<file path="src/rtl/batch_norm_inference_defines.svh">
// Assertion macros shared by the RTL files.
`ifndef BATCH_NORM_INFERENCE_DEFINES_SVH
`define BATCH_NORM_INFERENCE_DEFINES_SVH
`ifndef SYNTHESIS
`define BNI_ASSERT_IMPL(label, clk, rst, ante, cons) \
  label: assert property (@(posedge clk) disable iff (rst) (ante) |-> (cons)) \
    else $error("assertion failed");
`define BNI_ASSERT_NEXT(label, clk, rst, ante, cons) \
  label: assert property (@(posedge clk) disable iff (rst) (ante) |=> (cons)) \
    else $error("assertion failed");
`else
`define BNI_ASSERT_IMPL(label, clk, rst, ante, cons)
`define BNI_ASSERT_NEXT(label, clk, rst, ante, cons)
`endif
`endif

</file>
<file path="src/rtl/bni_pkg.sv">
package bni_pkg;
  typedef enum logic [1:0] {
    ST_IDLE,
    ST_ROOT,
    ST_DIV,
    ST_SHIFT
  } load_state_t;

  localparam int MAX_CHANNELS = 1024;

  localparam logic REQ_LOAD = 1'b0;
  localparam logic REQ_DATA = 1'b1;

  localparam logic CFG_CHANNEL_COUNT = 1'b0;
  localparam logic CFG_EPSILON = 1'b1;

  localparam logic signed [31:0] SAT_POS = 32'sh7FFF_FFFF;
  localparam logic signed [31:0] SAT_NEG = 32'sh8000_0000;
endpackage

</file>
<file path="src/rtl/bni_coef.sv">
`include "batch_norm_inference_defines.svh"
// Iterative unit that turns one channel's parameters into scale and shift.
// The root takes 25 steps and the restoring divide 41, one bit per cycle.
module bni_coef (
  input  logic               clk,
  input  logic               rst,
  input  logic               start,
  input  logic signed [15:0] gamma,
  input  logic signed [15:0] beta,
  input  logic signed [15:0] mean,
  input  logic [32:0]        var_eps,
  output logic               busy,
  output logic               done,
  output logic signed [31:0] scale,
  output logic signed [31:0] shift
);
  import bni_pkg::*;

  load_state_t state, state_next;
  logic [5:0]  step;
  logic [49:0] rad;
  logic [49:0] rem_sq;
  logic [24:0] root;
  logic [40:0] dividend;
  logic [40:0] quot;
  logic [41:0] rem_dv;
  logic signed [15:0] g, b, m;
  logic [49:0] trial_sq;
  logic [41:0] rem_shift;
  logic [41:0] trial_dv;
  logic signed [33:0] scale_sat;
  logic signed [47:0] prod;
  logic signed [47:0] prod_tr;
  logic signed [48:0] shift_full;

  always_comb begin
    state_next = state;
    unique case (state)
      ST_IDLE:  if (start) state_next = ST_ROOT;
      ST_ROOT:  if (step == 6'd24) state_next = ST_DIV;
      ST_DIV:   if (step == 6'd40) state_next = ST_SHIFT;
      ST_SHIFT: state_next = ST_IDLE;
      default:  state_next = ST_IDLE;
    endcase
  end

  // Digit-by-digit step for the root, two radicand bits a cycle.
  assign trial_sq  = {rem_sq[47:0], rad[49:48]} - {23'd0, root, 2'b01};
  assign rem_shift = {rem_dv[40:0], dividend[40]};
  assign trial_dv  = rem_shift - {17'd0, root};

  always_comb begin
    if (quot[40:31] != 10'd0) begin
      scale_sat = g[15] ? 34'sd0 - 34'sh8000_0000 : 34'sh7FFF_FFFF;
    end else begin
      scale_sat = g[15] ? -$signed({3'd0, quot[30:0]}) : $signed({3'd0, quot[30:0]});
    end
    if (root == 25'd0) begin
      scale_sat = (g == 16'sd0) ? 34'sd0 : (g[15] ? 34'sd0 - 34'sh8000_0000 : 34'sh7FFF_FFFF);
    end
  end

  assign prod = $signed(scale_sat[31:0]) * m;
  assign prod_tr = prod[47] ? -((-prod) >>> 8) : (prod >>> 8);
  assign shift_full = $signed({{25{b[15]}}, b, 8'd0}) - $signed({prod_tr[47], prod_tr});

  always_ff @(posedge clk) begin
    if (rst) begin
      state <= ST_IDLE;
      done  <= 1'b0;
    end else begin
      state <= state_next;
      done  <= (state == ST_SHIFT);
    end
    unique case (state)
      ST_IDLE: begin
        step     <= 6'd0;
        rad      <= {1'b0, var_eps, 16'd0};
        rem_sq   <= 50'd0;
        root     <= 25'd0;
        g        <= gamma;
        b        <= beta;
        m        <= mean;
        dividend <= {gamma[15] ? 16'd0 - gamma : gamma, 25'd0} >> 1;
        quot     <= 41'd0;
        rem_dv   <= 42'd0;
      end
      ST_ROOT: begin
        step <= (step == 6'd24) ? 6'd0 : step + 6'd1;
        rad  <= {rad[47:0], 2'b00};
        if (!trial_sq[49]) begin
          rem_sq <= trial_sq;
          root   <= {root[23:0], 1'b1};
        end else begin
          rem_sq <= {rem_sq[47:0], rad[49:48]};
          root   <= {root[23:0], 1'b0};
        end
      end
      ST_DIV: begin
        step     <= step + 6'd1;
        dividend <= {dividend[39:0], 1'b0};
        if (root != 25'd0 && !trial_dv[41]) begin
          rem_dv <= trial_dv;
          quot   <= {quot[39:0], 1'b1};
        end else begin
          rem_dv <= rem_shift;
          quot   <= {quot[39:0], 1'b0};
        end
      end
      ST_SHIFT: begin
        scale <= scale_sat[31:0];
        if (shift_full > 49'sh0_7FFF_FFFF) begin
          shift <= SAT_POS;
        end else if (shift_full < -49'sh0_8000_0000) begin
          shift <= SAT_NEG;
        end else begin
          shift <= 32'(shift_full);
        end
      end
      default: ;
    endcase
  end

  assign busy = (state != ST_IDLE);

  `BNI_ASSERT_IMPL(a_done_after_shift, clk, rst, done, $past(state) == ST_SHIFT)
  `BNI_ASSERT_NEXT(a_start_leaves_idle, clk, rst, start && state == ST_IDLE, state == ST_ROOT)
  `BNI_ASSERT_IMPL(a_root_step_bound, clk, rst, state == ST_ROOT, step < 6'd25)
endmodule
</file>
<file path="config.mk">
export PLATFORM = sky130hd
export DESIGN_NAME = bni_coef
export DESIGN_NICKNAME = d
export VERILOG_FILES = /design/src/rtl/bni_pkg.sv /design/src/rtl/bni_coef.sv
export VERILOG_INCLUDE_DIRS = /design/src /design/src/rtl
export SDC_FILE = /design/constraint.sdc
export NUM_CORES = 2
export LEC_CHECK = 0
export BUFFER_PORTS_ARGS = -buffer_cell sky130_fd_sc_hd__buf_2
export CAP_MARGIN = 30
export CORE_MARGIN = 1.5
export CORE_UTILIZATION = 45
export CTS_CLUSTER_SIZE = 12
export DETAILED_ROUTE_END_ITERATION = 10
export HOLD_SLACK_MARGIN = 0.15
export PLACE_DENSITY_LB_ADDON = 0.3
export SYNTH_ARGS = -nofsm -noshare
export SYNTH_HDL_FRONTEND = slang
export SYNTH_SLANG_ARGS = --single-unit
</file>
<file path="constraint.sdc">
create_clock -name clk -period 16 [get_ports clk]
set_input_delay 4 -clock clk [delete_from_list [all_inputs] [get_ports clk]]
set_output_delay 4 -clock clk [all_outputs]
set_load 0.03 [all_outputs]
</file>
==> results_dict.tcl <==
set metrics [dict create \
    mappedNetlistArea_mm2 0.0410 \
    synthArstFlopShare_pct 0 \
    dr.pass1.iters 6 \
    hpwlAfterDp_um 83300 \
    finalCritPeriodShare_pct 93.6 \
    rsz0062_at_grt "no" \
    crit_type "register to register" \
    nNetsFinal 5342 \
    synth_top_area_share_pct 23.8 \
    period_minus_slack_ns 14.97 \
    endpoint "shift[13]" \
    syn-mean-instance-area_um2 9.18 \
    critPathSlowestCell "o311ai_0" \
    core_mm2 0.0901 \
    r2r_start "quot[0]" \
    status "complete, no violations" \
    multi_input_area_mm2 0.0281 \
    row_count 110 \
    crit_arrival_ns 15.31 \
    yosysMostFrequentCell "inv_1" \
    clock_latency_ns 0.60 \
    slowest_delay_ns 0.57 \
    r2r_end "shift[13]" \
    ys_seq_elements 327 \
    reg2reg_slack_ns 1.03 \
    reg2reg_depth 52 \
    clock.fmax_mhz 66.8 \
    synthTopCellsByCount "664 x inv_1, 487 x fa_1, 459 x nand2_1, 382 x and2_1, 324 x edfxtp_1" \
    vias_per_cell 5.57 \
    cts.sinks 327 \
    area_delta_synth_final_pct 8.88 \
    nFillCells 8353 \
    finalHoldViolCount 0 \
    crit_required_ns 16.34 \
    setup_viol 0 \
    cp-end-kind "register" \
    grt_pass1_vias 32400 \
    cts_buffer_depth 3 \
    numCtsBuffers 41 \
    die_w_um 305 \
    ant_nets 0 \
    port_buffers 149 \
    register_area_mm2 0.00979 \
    gr-usage-all-layers_pct 23.8 \
    drc_errors 0 \
    synth_ff_type "edfxtp_1" \
    drv_cap 0 \
    htree_levels 2 \
    cts_tree "done" \
    grt_max_degree 79 \
    relSlewSlack_pct 28.9 \
    grt.overflow.total 0 \
    synth_area_leaders "fa_1 24%, edfxtp_1 24%, ha_1 6.7%" \
    synth_edf_count 324 \
    min_from "dividend[37]" \
    crit_fanout 17 \
    cts_hold_buf 0 \
    grt_pass1_wl_um 177000 \
    yosysWarnings 0 \
    initial_core_util_pct 45.5 \
    place.gp.congestion 0.924 \
    synth_cell_types 102 \
    clk_pin_slew_worst_paths_ns 0.06 \
    ios 150 \
    drtIter0Drc 2332 \
    crit_start "quot[0]" \
    diodes 0 \
    synth_top_area_cell "fa_1" \
    wl_per_cell_um 18.9 \
    ys_seq_area_share_pct 23.9 \
    die_y_um 305 \
    worst_slew_pin_slew_ns 1.06 \
    worst_setup_path_start_kind "register" \
    synth_cells 4465 \
    syn-num-nets 5255 \
    dieArea_mm2 0.0929 \
    drv_slew 0 \
    skew_ns 0.0173 \
    root_buffer "clkbuf_16" \
    drt-total-wl_um 109000 \
    num_vias 32100 \
    antenna_found_initial 7 \
    drive_gt1_share_pct 8.88 \
    hold_path_class "register to register" \
    finalSetupTns_ns 0 \
]
## worst max-delay path, delay by kind of cell, from the launching register on
| kind | cells | cell delay [ns] |
|---|---|---|
| DFF | 1 | 0.41 |
| AOI/OAI and AO/OA | 15 | 4.46 |
| and+or+nand+nor | 18 | 4.24 |
| buffers and inverters | 8 | 1.24 |
| adders and majority gates | 9 | 3.95 |
| xor gates and xnor gates | 2 | 0.34 |
## flip-flops by register name, summed over array words and instances, names as in the netlist, 17 cells and up
signal and count:
dividend 17, quot 41, rad 34, rem_dv 41, rem_sq 48, root 25
scale 32, shift 32
## routing by layer
metal,share of wire (%),vias up,track usage [%]
met3,6.1,169,3.81
met4,2.6,4,6.78
met5,0.017,-,0
li1,-,15000,-
met1,44,15900,32.3
met2,47,938,39.2
## how the worst min path moves through the flow
stage                              end  slack [ns]  cells past startpoint
final                     dividend[38]        0.53                      2
after floorplan           dividend[39]        0.50                      2
after detailed placement  dividend[33]        0.52                      2
after global routing           rad[22]        0.56                      1
after global placement    dividend[26]        0.51                      2
after CTS                 dividend[30]        0.54                      2
## area by class of cell
| class | instances | share of cell area (%) |
|---|---|---|
| Sequential cell | 327 | 21.9 |
| Clock inverter | 26 | 0.597 |
| Multi-Input combinational cell | 3282 | 62.9 |
| Clock buffer | 47 | 2.44 |
| Timing Repair Buffer | 233 | 3.18 |
| Inverter | 667 | 5.61 |
| Tap cell | 1176 | 3.30 |
## what timing repair did
item                                    CTS  global route
buffers inserted                          0             0
resized for setup                         0             4
endpoints found under the setup margin    0            31
## layout by cell type (no fill, tap or decap), types with 18 or more instances in the layout
master	count
nor2_1	274
fa_1	487
xor2_1	65
mux2_2	36
a311oi_1	36
or4_1	19
or2_2	21
a211oi_1	20
nor2b_1	51
and3_1	25
xnor2_1	135
o31ai_1	22
nand4_1	34
clkbuf_16	43
nand2_1	459
buf_2	149
a21o_1	68
o21a_1	24
mux2i_1	35
o21ai_0	119
buf_4	81
inv_1	663
nand3_1	77
nand2b_1	30
or3_1	47
and2_1	382
edfxtp_1	324
ha_1	215
nor3_1	69
nor4_1	31
a21oi_1	184
a21boi_0	37
o22ai_1	18
## logic make-up (layout without fill, tap and decap cells)
logic type,Yosys count,count (layout),synth area share [%]
simple gates,1576,1576,19.5
buf+inv,856,973,7.93
compound gates,724,724,12.0
fa+ha+maj,706,706,30.5
flops,327,327,23.9
xor+xnor,204,204,4.39
mux,72,72,1.87
## through the flow
step           hold slack [ns]  util (%)  setup WS (ns)  instances  area, µm²
2_1_floorplan            0.498         -           2.88       4465      41000
3_3_place_gp             0.511      47.9          0.801       5683      43200
3_5_place_dp             0.518      48.0          0.747       5685      43300
4_1_cts                  0.537      49.5          0.671       5758      44600
5_1_grt                  0.558      49.5        0.00748       5758      44700
6_report                 0.531      49.5           1.03       5758      44700
Power is not shown: default switching activity piles up to over one toggle a cycle in this logic, so the estimate is an artifact.
